[config.mk]
export PLATFORM = sky130hd
export DESIGN_NAME = ecc_error_address_decoder
export DESIGN_NICKNAME = d
export VERILOG_FILES = /design/src/hw/rtl/ecd_pkg.sv /design/src/hw/rtl/ecd_front.sv /design/src/hw/rtl/ecd_level.sv /design/src/hw/rtl/ecc_error_address_decoder.sv
export SDC_FILE = /design/constraint.sdc
export NUM_CORES = 1
export LEC_CHECK = 0
export BUFFER_PORTS_ARGS = -buffer_cell sky130_fd_sc_hd__buf_2
export CAP_MARGIN = 20
export CORE_ASPECT_RATIO = 1.5
export CORE_MARGIN = 2
export CORE_UTILIZATION = 55
export DETAILED_ROUTE_END_ITERATION = 8
export PLACE_DENSITY = 0.74
export SYNTH_ARGS = -nofsm -noshare
export SYNTH_HDL_FRONTEND = slang
export SYNTH_SLANG_ARGS = --single-unit
export TNS_END_PERCENT = 50
[constraint.sdc]
create_clock -name clk -period 7.7 [get_ports clk]
set_clock_uncertainty 0.05 [all_clocks]
set_input_delay 1.54 -clock clk [delete_from_list [all_inputs] [get_ports clk]]
set_output_delay 1.54 -clock clk [all_outputs]
set_load 0.005 [all_outputs]
[src/hw/rtl/ecd_pkg.sv]
`timescale 1ns / 1ps
// ----------------------------------------------------------------------------
// ECC error address decoder package
// Shared types, register map and constants of the error address decoder.
// ----------------------------------------------------------------------------
package ecd_pkg;

	localparam int AddrW = 39;
	localparam int SynW = 16;
	localparam int PaddrW = 6;
	localparam int PdataW = 64;

	// 4 GiB boundary, at address width
	localparam logic [AddrW-1:0] FourGib = 39'h01_0000_0000;

	typedef enum logic [1:0] {
		ST_DECODED  = 2'd0,
		ST_NO_ERROR = 2'd1,
		ST_RANGE    = 2'd2
	} status_t;

	// register index, taken from paddr[5:3]
	typedef enum logic [2:0] {
		REG_LOW_DRAM_TOP  = 3'd0,
		REG_MEMORY_TOP    = 3'd1,
		REG_CHAN_HASH     = 3'd2,
		REG_SUBCHAN_HASH  = 3'd3,
		REG_CHAN_LAYOUT   = 3'd4,
		REG_DIMM_LAYOUT0  = 3'd5,
		REG_DIMM_LAYOUT1  = 3'd6,
		REG_DIMM_LARGE    = 3'd7
	} reg_idx_t;

	// front end result handed to the decode levels
	typedef struct packed {
		logic             valid;
		status_t          status;
		logic             unc;
		logic [SynW-1:0]  syn;
		logic [AddrW-1:0] sys;
		logic [AddrW-1:0] addr;
	} front_t;

endpackage

[src/hw/rtl/ecd_front.sv]
`timescale 1ns / 1ps
// ----------------------------------------------------------------------------
// ECC decoder front end
// Two stages: unpack the log word, then remap around the low-memory hole
// and check the result against the memory top.
// ----------------------------------------------------------------------------
module ecd_front import ecd_pkg::*; (
	input  logic             clk,
	input  logic             arst_n,
	input  logic             in_valid,
	input  logic [63:0]      log_word,
	input  logic [31:0]      low_dram_top,
	input  logic [AddrW-1:0] memory_top,
	output front_t           front_s2
);

	logic             valid_s1;
	logic             flagged_s1;
	logic             unc_s1;
	logic [SynW-1:0]  syn_s1;
	logic [AddrW-1:0] sys_s1;
	logic [AddrW+1:0] sum_s1;

	logic [31:0]      tolud;
	logic [AddrW-1:0] tom;
	logic [AddrW-1:0] sys_w;
	logic [AddrW+1:0] remap;
	logic             out_range;

	assign tolud = {low_dram_top[31:20], 20'd0};
	assign tom   = {memory_top[AddrW-1:20], 20'd0};
	assign sys_w = {log_word[38:5], 5'd0};

	always_ff @(posedge clk or negedge arst_n) begin
		if (!arst_n) begin
			valid_s1 <= 1'b0;
		end else begin
			valid_s1 <= in_valid;
		end
	end

	always_ff @(posedge clk) begin
		flagged_s1 <= log_word[63] | log_word[62];
		unc_s1     <= log_word[63];
		syn_s1     <= log_word[61:46];
		sys_s1     <= sys_w;
		sum_s1     <= {2'b00, sys_w} + {{(AddrW-30){1'b0}}, tolud};
	end

	// remap is signed: a negative value stands for a wrapped, huge address
	always_comb begin
		priority if (sys_s1 < {{(AddrW-32){1'b0}}, tolud}) begin
			remap = {2'b00, sys_s1};
		end else if (tom <= FourGib) begin
			remap = sum_s1 - {2'b00, FourGib};
		end else if (sys_s1 < FourGib) begin
			remap = sum_s1 - {2'b00, tom};
		end else begin
			remap = {2'b00, sys_s1};
		end
		out_range = remap[AddrW+1] || (remap[AddrW:0] >= {1'b0, tom});
	end

	always_ff @(posedge clk or negedge arst_n) begin
		if (!arst_n) begin
			front_s2 <= '0;
		end else begin
			front_s2.valid <= valid_s1;
			if (!flagged_s1) begin
				front_s2.status <= ST_NO_ERROR;
				front_s2.unc    <= 1'b0;
				front_s2.syn    <= '0;
				front_s2.sys    <= '0;
				front_s2.addr   <= '0;
			end else begin
				front_s2.status <= out_range ? ST_RANGE : ST_DECODED;
				front_s2.unc    <= unc_s1;
				front_s2.syn    <= syn_s1;
				front_s2.sys    <= sys_s1;
				front_s2.addr   <= out_range ? '0 : remap[AddrW-1:0];
			end
		end
	end

endmodule

[src/hw/rtl/ecd_level.sv]
`timescale 1ns / 1ps
// ----------------------------------------------------------------------------
// ECC decoder level
// One decode level: large-region rule, hashed interleave or bit-6
// interleave; gives the selected index and the address inside it.
// ----------------------------------------------------------------------------
module ecd_level import ecd_pkg::*; (
	input  logic [AddrW-1:0] addr,
	input  logic [31:0]      hash,
	input  logic [7:0]       small_units,
	input  logic             large_sel,
	output logic             sel,
	output logic [AddrW-1:0] sub
);

	logic [AddrW-1:0] s_size;
	logic [AddrW-1:0] two_s;
	logic [5:0]       bitpos;
	logic             parity;
	logic [AddrW-1:0] dropped;

	assign s_size = {2'b00, small_units, 29'd0};
	assign two_s  = {1'b0, small_units, 30'd0};
	assign bitpos = hash[28] ? (6'd6 + {3'd0, hash[26:24]}) : 6'd6;
	assign parity = hash[28] & (^(addr[19:6] & hash[19:6]));

	// remove the interleave bit, shift the upper part down
	always_comb begin
		dropped = '0;
		for (int i = 0; i < AddrW - 1; i++) begin
			dropped[i] = (i >= int'(bitpos)) ? addr[i+1] : addr[i];
		end
	end

	always_comb begin
		if (addr > two_s) begin
			sel = large_sel;
			sub = addr - s_size;
		end else begin
			sel = parity ^ addr[bitpos];
			sub = dropped;
		end
	end

endmodule

[src/hw/rtl/ecc_error_address_decoder.sv]
`timescale 1ns / 1ps
// ----------------------------------------------------------------------------
// ECC error address decoder
// Decodes an in-band ECC error log word into system, channel and
// sub-channel addresses.
// ----------------------------------------------------------------------------
// Takes one log word per clock: busy is always low, so a start is accepted
// in every cycle. Each transfer comes back on the result ports once it has
// passed all four register stages, marked by done for one cycle; the receiver
// cannot stall it, so sample it then. The four register stages are unpack, hole
// remap and range check, channel level, sub-channel level. Configuration goes
// through the APB port (64-bit data, register i at byte address 8*i) and is
// meant to be written only while no transfer is in flight.
// ----------------------------------------------------------------------------
module ecc_error_address_decoder import ecd_pkg::*; (
	input  logic              clk,
	input  logic              arst_n,
	input  logic              start,
	output logic              busy,
	input  logic [63:0]       log_word,
	output logic              done,
	output logic [1:0]        status,
	output logic              uncorrected,
	output logic [SynW-1:0]   syndrome,
	output logic [AddrW-1:0]  sys_address,
	output logic              channel,
	output logic [AddrW-1:0]  channel_address,
	output logic              subchannel,
	output logic [AddrW-1:0]  subchannel_address,
	input  logic              psel,
	input  logic              penable,
	input  logic              pwrite,
	input  logic [PaddrW-1:0] paddr,
	input  logic [PdataW-1:0] pwdata,
	output logic [PdataW-1:0] prdata,
	output logic              pready
);

	// configuration registers
	logic [31:0]      low_dram_top_q;
	logic [AddrW-1:0] memory_top_q;
	logic [31:0]      chan_hash_q;
	logic [31:0]      subchan_hash_q;
	logic [31:0]      chan_layout_q;
	logic [31:0]      dimm_layout0_q;
	logic [31:0]      dimm_layout1_q;
	logic [1:0]       dimm_large_q;

	reg_idx_t reg_idx;
	logic     cfg_write;

	front_t front_s2;

	logic             ch_w;
	logic [AddrW-1:0] cha_w;
	logic             sc_w;
	logic [AddrW-1:0] sca_w;
	logic [6:0]       dimm_small;

	logic             valid_s3;
	status_t          status_s3;
	logic             unc_s3;
	logic [SynW-1:0]  syn_s3;
	logic [AddrW-1:0] sys_s3;
	logic             ch_s3;
	logic [AddrW-1:0] cha_s3;

	logic             valid_s4;
	status_t          status_s4;
	logic             unc_s4;
	logic [SynW-1:0]  syn_s4;
	logic [AddrW-1:0] sys_s4;
	logic             ch_s4;
	logic [AddrW-1:0] cha_s4;
	logic             sc_s4;
	logic [AddrW-1:0] sca_s4;

	// the pipeline never holds off a start
	assign busy   = 1'b0;
	assign pready = 1'b1;

	// ---------------------------------------------------------------- APB
	assign reg_idx   = reg_idx_t'(paddr[5:3]);
	assign cfg_write = psel & penable & pwrite & pready;

	always_ff @(posedge clk or negedge arst_n) begin
		if (!arst_n) begin
			low_dram_top_q <= '0;
			memory_top_q   <= '0;
			chan_hash_q    <= '0;
			subchan_hash_q <= '0;
			chan_layout_q  <= '0;
			dimm_layout0_q <= '0;
			dimm_layout1_q <= '0;
			dimm_large_q   <= '0;
		end else if (cfg_write) begin
			unique case (reg_idx)
				REG_LOW_DRAM_TOP: low_dram_top_q <= pwdata[31:0];
				REG_MEMORY_TOP:   memory_top_q   <= pwdata[AddrW-1:0];
				REG_CHAN_HASH:    chan_hash_q    <= pwdata[31:0];
				REG_SUBCHAN_HASH: subchan_hash_q <= pwdata[31:0];
				REG_CHAN_LAYOUT:  chan_layout_q  <= pwdata[31:0];
				REG_DIMM_LAYOUT0: dimm_layout0_q <= pwdata[31:0];
				REG_DIMM_LAYOUT1: dimm_layout1_q <= pwdata[31:0];
				REG_DIMM_LARGE:   dimm_large_q   <= pwdata[1:0];
				default: ;
			endcase
		end
	end

	always_comb begin
		unique case (reg_idx)
			REG_LOW_DRAM_TOP: prdata = {32'd0, low_dram_top_q};
			REG_MEMORY_TOP:   prdata = {{(PdataW-AddrW){1'b0}}, memory_top_q};
			REG_CHAN_HASH:    prdata = {32'd0, chan_hash_q};
			REG_SUBCHAN_HASH: prdata = {32'd0, subchan_hash_q};
			REG_CHAN_LAYOUT:  prdata = {32'd0, chan_layout_q};
			REG_DIMM_LAYOUT0: prdata = {32'd0, dimm_layout0_q};
			REG_DIMM_LAYOUT1: prdata = {32'd0, dimm_layout1_q};
			REG_DIMM_LARGE:   prdata = {62'd0, dimm_large_q};
			default:          prdata = '0;
		endcase
	end

	// ---------------------------------------------------- stages 1 and 2
	ecd_front u_front (
		.clk          (clk),
		.arst_n       (arst_n),
		.in_valid     (start & ~busy),
		.log_word     (log_word),
		.low_dram_top (low_dram_top_q),
		.memory_top   (memory_top_q),
		.front_s2     (front_s2)
	);

	// ---------------------------------------------- stage 3: channel level
	ecd_level u_level_ch (
		.addr        (front_s2.addr),
		.hash        (chan_hash_q),
		.small_units (chan_layout_q[19:12]),
		.large_sel   (chan_layout_q[4]),
		.sel         (ch_w),
		.sub         (cha_w)
	);

	always_ff @(posedge clk or negedge arst_n) begin
		if (!arst_n) begin
			valid_s3 <= 1'b0;
		end else begin
			valid_s3 <= front_s2.valid;
		end
	end

	// drop the level result unless the address decoded
	always_ff @(posedge clk) begin
		status_s3 <= front_s2.status;
		unc_s3    <= front_s2.unc;
		syn_s3    <= front_s2.syn;
		sys_s3    <= front_s2.sys;
		if (front_s2.status == ST_DECODED) begin
			ch_s3  <= ch_w;
			cha_s3 <= cha_w;
		end else begin
			ch_s3  <= 1'b0;
			cha_s3 <= '0;
		end
	end

	// ------------------------------------------ stage 4: sub-channel level
	assign dimm_small = ch_s3 ? dimm_layout1_q[22:16] : dimm_layout0_q[22:16];

	ecd_level u_level_sc (
		.addr        (cha_s3),
		.hash        (subchan_hash_q),
		.small_units ({1'b0, dimm_small}),
		.large_sel   (dimm_large_q[ch_s3]),
		.sel         (sc_w),
		.sub         (sca_w)
	);

	always_ff @(posedge clk or negedge arst_n) begin
		if (!arst_n) begin
			valid_s4 <= 1'b0;
		end else begin
			valid_s4 <= valid_s3;
		end
	end

	always_ff @(posedge clk) begin
		status_s4 <= status_s3;
		unc_s4    <= unc_s3;
		syn_s4    <= syn_s3;
		sys_s4    <= sys_s3;
		ch_s4     <= ch_s3;
		cha_s4    <= cha_s3;
		if (status_s3 == ST_DECODED) begin
			sc_s4  <= sc_w;
			sca_s4 <= sca_w;
		end else begin
			sc_s4  <= 1'b0;
			sca_s4 <= '0;
		end
	end

	// ------------------------------------------------------------- result
	assign done               = valid_s4;
	assign status             = status_s4;
	assign uncorrected        = unc_s4;
	assign syndrome           = syn_s4;
	assign sys_address        = sys_s4;
	assign channel            = ch_s4;
	assign channel_address    = cha_s4;
	assign subchannel         = sc_s4;
	assign subchannel_address = sca_s4;

`ifndef NO_ASSERTIONS
	a_latency : assert property (@(posedge clk) disable iff (!arst_n)
		start |-> ##4 done)
		else $error("transfer not returned after four cycles");

	a_no_spurious : assert property (@(posedge clk) disable iff (!arst_n)
		done |-> $past(start, 4))
		else $error("result strobe without a matching start");

	a_no_error_clear : assert property (@(posedge clk) disable iff (!arst_n)
		(done && status == ST_NO_ERROR) |->
			(!uncorrected && syndrome == '0 && sys_address == '0))
		else $error("no-error result carries payload");

	a_undecoded_clear : assert property (@(posedge clk) disable iff (!arst_n)
		(done && status != ST_DECODED) |->
			(!channel && !subchannel && channel_address == '0
			&& subchannel_address == '0))
		else $error("undecoded result carries channel fields");
`endif

endmodule
==> impl_metrics.yaml <==
status:
  status: "finished, final reports clean"
worst_setup_path:
  timing.rr.start: "memory_top_q[20]"
  r2r_slack_ns: 1.78
  start_kind: "flop"
  reg2regPathDepth: 18
  worst_setup_path_end_kind: "flop"
  crit_fanout: 28
  arrival_ns: 6.40
  setup.worst_path.class: "flop to flop"
  required_ns: 8.17
  r2r-end: "u_front.front_s2[25]"
clock_network:
  htreeDepth: 2
  cts.clk_slew.worst_paths_ns: 0.07
  cts.sinks: 611
  cts_resized: 0
  hold_buffers: 0
  cts_setup_buffers: 0
  cts_tree: "done"
  cts_buffer_depth: 3
  cts_buffers: 55
  cts_root_buffer: "clkbuf_16"
  insertion_delay_ns: 0.60
global_route:
  overflow: 0
  met3_usage_pct: 4.43
  grt_pass1_wl_mm: 103
  grt_usage_pct: 28.4
  grt_max_degree: 127
  grt_use_met1_pct: 33.6
  top_usage_layer: "met2"
  antenna_found_initial: 9
  first_global_vias: 18300
  grt_use_met2_pct: 49.0
route:
  drcViolationCount: 0
  totalWireLength_mm: 67.9
  antenna_left: 0
  first_iter_violations: 1002
  viasPerCell: 5.74
  routedWlPerCell_um: 21.3
  dr.pass1.iters: 8
  vias: 18300
floorplan:
  design.core.area_um2: 45600
  dieArea_um2: 47800
  start_util_pct: 55.5
  die_w_um: 179
  io_pins: 345
  std_cell_rows: 96
  die_h_um: 267
synthesis:
  synth_ff_type: "dfrtp_1"
  yosys_warnings: 0
  seq_area_frac_synth_pct: 54.7
  netlist_area_um2: 25300
  synth.distinct_cells: 74
  synth-async-reset-ratio_pct: 53.0
  synthesis.instances: 2303
  ys_ff_latch: 611
  syn_area_per_cell_um2: 11.0
  synth_edf_count: 0
cells_and_area:
  utilization_pct: 63.6
  layout-area-overhead-vs-synth_pct: 14.6
  drive_gt1_share_pct: 23.7
  nNetsFinal: 2788
  stdcell_count: 3186
hold_path:
  min_to: "sys_address[14]"
  hp-class: "flop to flop"
  hold_path_depth: 0
  worstHoldStart: "sys_s3[14]"
timing:
  hold_viol: 0
  min_period_ns: 5.92
  setup_viol: 0
  tightest_slew_ns: 1.05
  final-max-slew-violation-count: 0
  period_share_pct: 76.9
  max_freq_ghz: 0.169
  tns_ns: 0
  slew_headroom_pct: 29.6
  grt_setup_unrepaired: "false"
placement:
  gp_congestion: 0.912
  io_buffers: 265
  dpl.cell_count: 3080
  dp_hpwl_mm: 49.0
power:
  vdd_drop_max_uv: 267
  p_leak_nw: 13.4
  power_density_nw_per_um2: 342
job:
  drv_cap: 0
[worst max-delay path, cell delays in order, from the launching register on]
cell	delay, ns
dfrtp_1	0.48
nor4_1	0.38
a31oi_1	0.23
or4_1	0.50
buf_4	0.26
nand2_1	0.50
a311oi_1	0.09
o311a_1	0.15
a211oi_1	0.48
nor2_1	0.09
ha_1	0.31
nand4_1	0.19
nor4_1	0.08
and4_1	0.19
o32ai_1	0.32
a31oi_1	0.10
a211o_1	0.31
nor3_1	0.84
o211a_1	0.28
[cell families (layout without fill, tap and decap cells)]
group	count (synthesis)	count (layout)	share of synthesized area [%]
compound gates	400	400	9.89
simple gates	607	607	11.1
mux	284	284	12.7
fa+ha+maj	98	98	4.96
other cells	2	42	0.0297
xor+xnor	70	70	2.53
buf+inv	231	486	4.08
flops	611	611	54.7
[where the power goes]
group | switching [W] | internal (W) | total (W)
registers | 0.000476 | 0.00380 | 0.00428
logic | 0.00157 | 0.00128 | 0.00286
clock network | 0.00120 | 0.00158 | 0.00279
total | 0.00325 | 0.00667 | 0.00992
[cell usage in the layout (no fill, tap or decap), types with 19 or more instances in the layout]
cell and n:
xor2_1 20, mux2i_1 81, nor3_1 36, nand3_1 26
mux2_2 192, buf_4 27, conb_1 39, dfrtp_1 324
clkbuf_16 57, o21ai_0 127, nor2b_1 21, nand2_1 247
xnor2_1 48, o221ai_1 23, inv_1 88, buf_2 263
nor4_1 19, nor2_1 139, ha_1 94, and2_1 47
a21oi_1 106, dfxtp_1 287
[cell usage after synthesis, types with 5 or more instances]
cell type	count	area, um^2
dfxtp_1	287	5750
a22oi_1	12	90.1
nand3b_1	5	37.5
buf_1	12	45.0
nor4_1	19	119
nor2b_1	21	131
mux2_2	192	2160
o31ai_1	6	45.0
dfrtp_1	324	8110
a21oi_1	106	531
o221ai_1	23	201
nor2_1	143	537
or3_1	5	31.3
xnor2_1	48	420
mux4_2	11	248
nand2_1	247	927
o22ai_1	13	81.3
o211ai_1	6	45.0
a21o_1	16	120
a31oi_1	12	75.1
clkbuf_1	85	319
a2bb2oi_1	5	43.8
mux2i_1	81	811
nor3_1	39	195
and2_1	47	294
ha_1	94	1180
o21ai_0	127	636
nand3_1	26	130
a211oi_1	14	105
buf_4	39	293
inv_1	88	330
nand4_1	8	50.1
or2_2	10	62.6
xor2_1	20	175
a21boi_0	5	37.5
and3_1	5	31.3
o21a_1	14	105
nand2b_1	11	68.8
[flip-flops by register name, indices dropped and copies added (netlist names), 2 cells and up]
register / cells
subchannel_address: 36
cha_s3: 35
dimm_layout1_q: 32
low_dram_top_q: 32
dimm_layout0_q: 32
chan_hash_q: 32
syndrome: 16
u_front.syn_s1: 16
status: 2
u_front.front_s2: 88
u_front.sum_s1: 20
subchan_hash_q: 32
channel_address: 35
memory_top_q: 39
dimm_large_q: 2
sys_address: 34
chan_layout_q: 32
u_front.sys_s1: 34
sys_s3: 34
status_s3: 2
syn_s3: 16
[through the flow]
step	worst slack, ns	hold slack (ns)	total power [W]	cell area, um^2
3_3_place_gp	2.06	0.260	0.00708	27100
5_1_grt	1.45	0.279	0.0105	29000
6_report	1.78	0.271	0.00992	29000
3_5_place_dp	1.99	0.262	0.00717	27100
4_1_cts	1.96	0.278	0.00997	29000
2_1_floorplan	2.94	0.260	0.00620	25500
[worst max path at each step]
| stage | from | endpoint | slack, ns | cells past startpoint |
|---|---|---|---|---|
| 6_report | memory_top_q[20] | u_front.front_s2[25] | 1.78 | 18 |
| 5_1_grt | memory_top_q[20] | u_front.front_s2[25] | 1.45 | 18 |
| 4_1_cts | memory_top_q[20] | u_front.front_s2[25] | 1.96 | 18 |
| 3_5_place_dp | memory_top_q[20] | u_front.front_s2[25] | 1.99 | 18 |
| 3_3_place_gp | memory_top_q[20] | u_front.front_s2[25] | 2.06 | 15 |
| 2_1_floorplan | paddr[4] | prdata[10] | 2.94 | 7 |
[routing by layer]
layer,up-vias,routed length [um]
li1,8419,-
met1,8979,25700
met2,676,34200
met3,201,4130
met4,12,3730
met5,-,71
[area by class of cell]
type | count | area (um^2)
Fill cell | 3694 | 16600
Sequential cell | 611 | 13900
Multi-Input combinational cell | 1498 | 10600
Clock buffer | 79 | 1630
Timing Repair Buffer | 294 | 1600
Tap cell | 588 | 736
Inverter | 90 | 338
Clock inverter | 23 | 240
Antenna cell | 3 | 7.51
(Power assumes the default switching activity.)
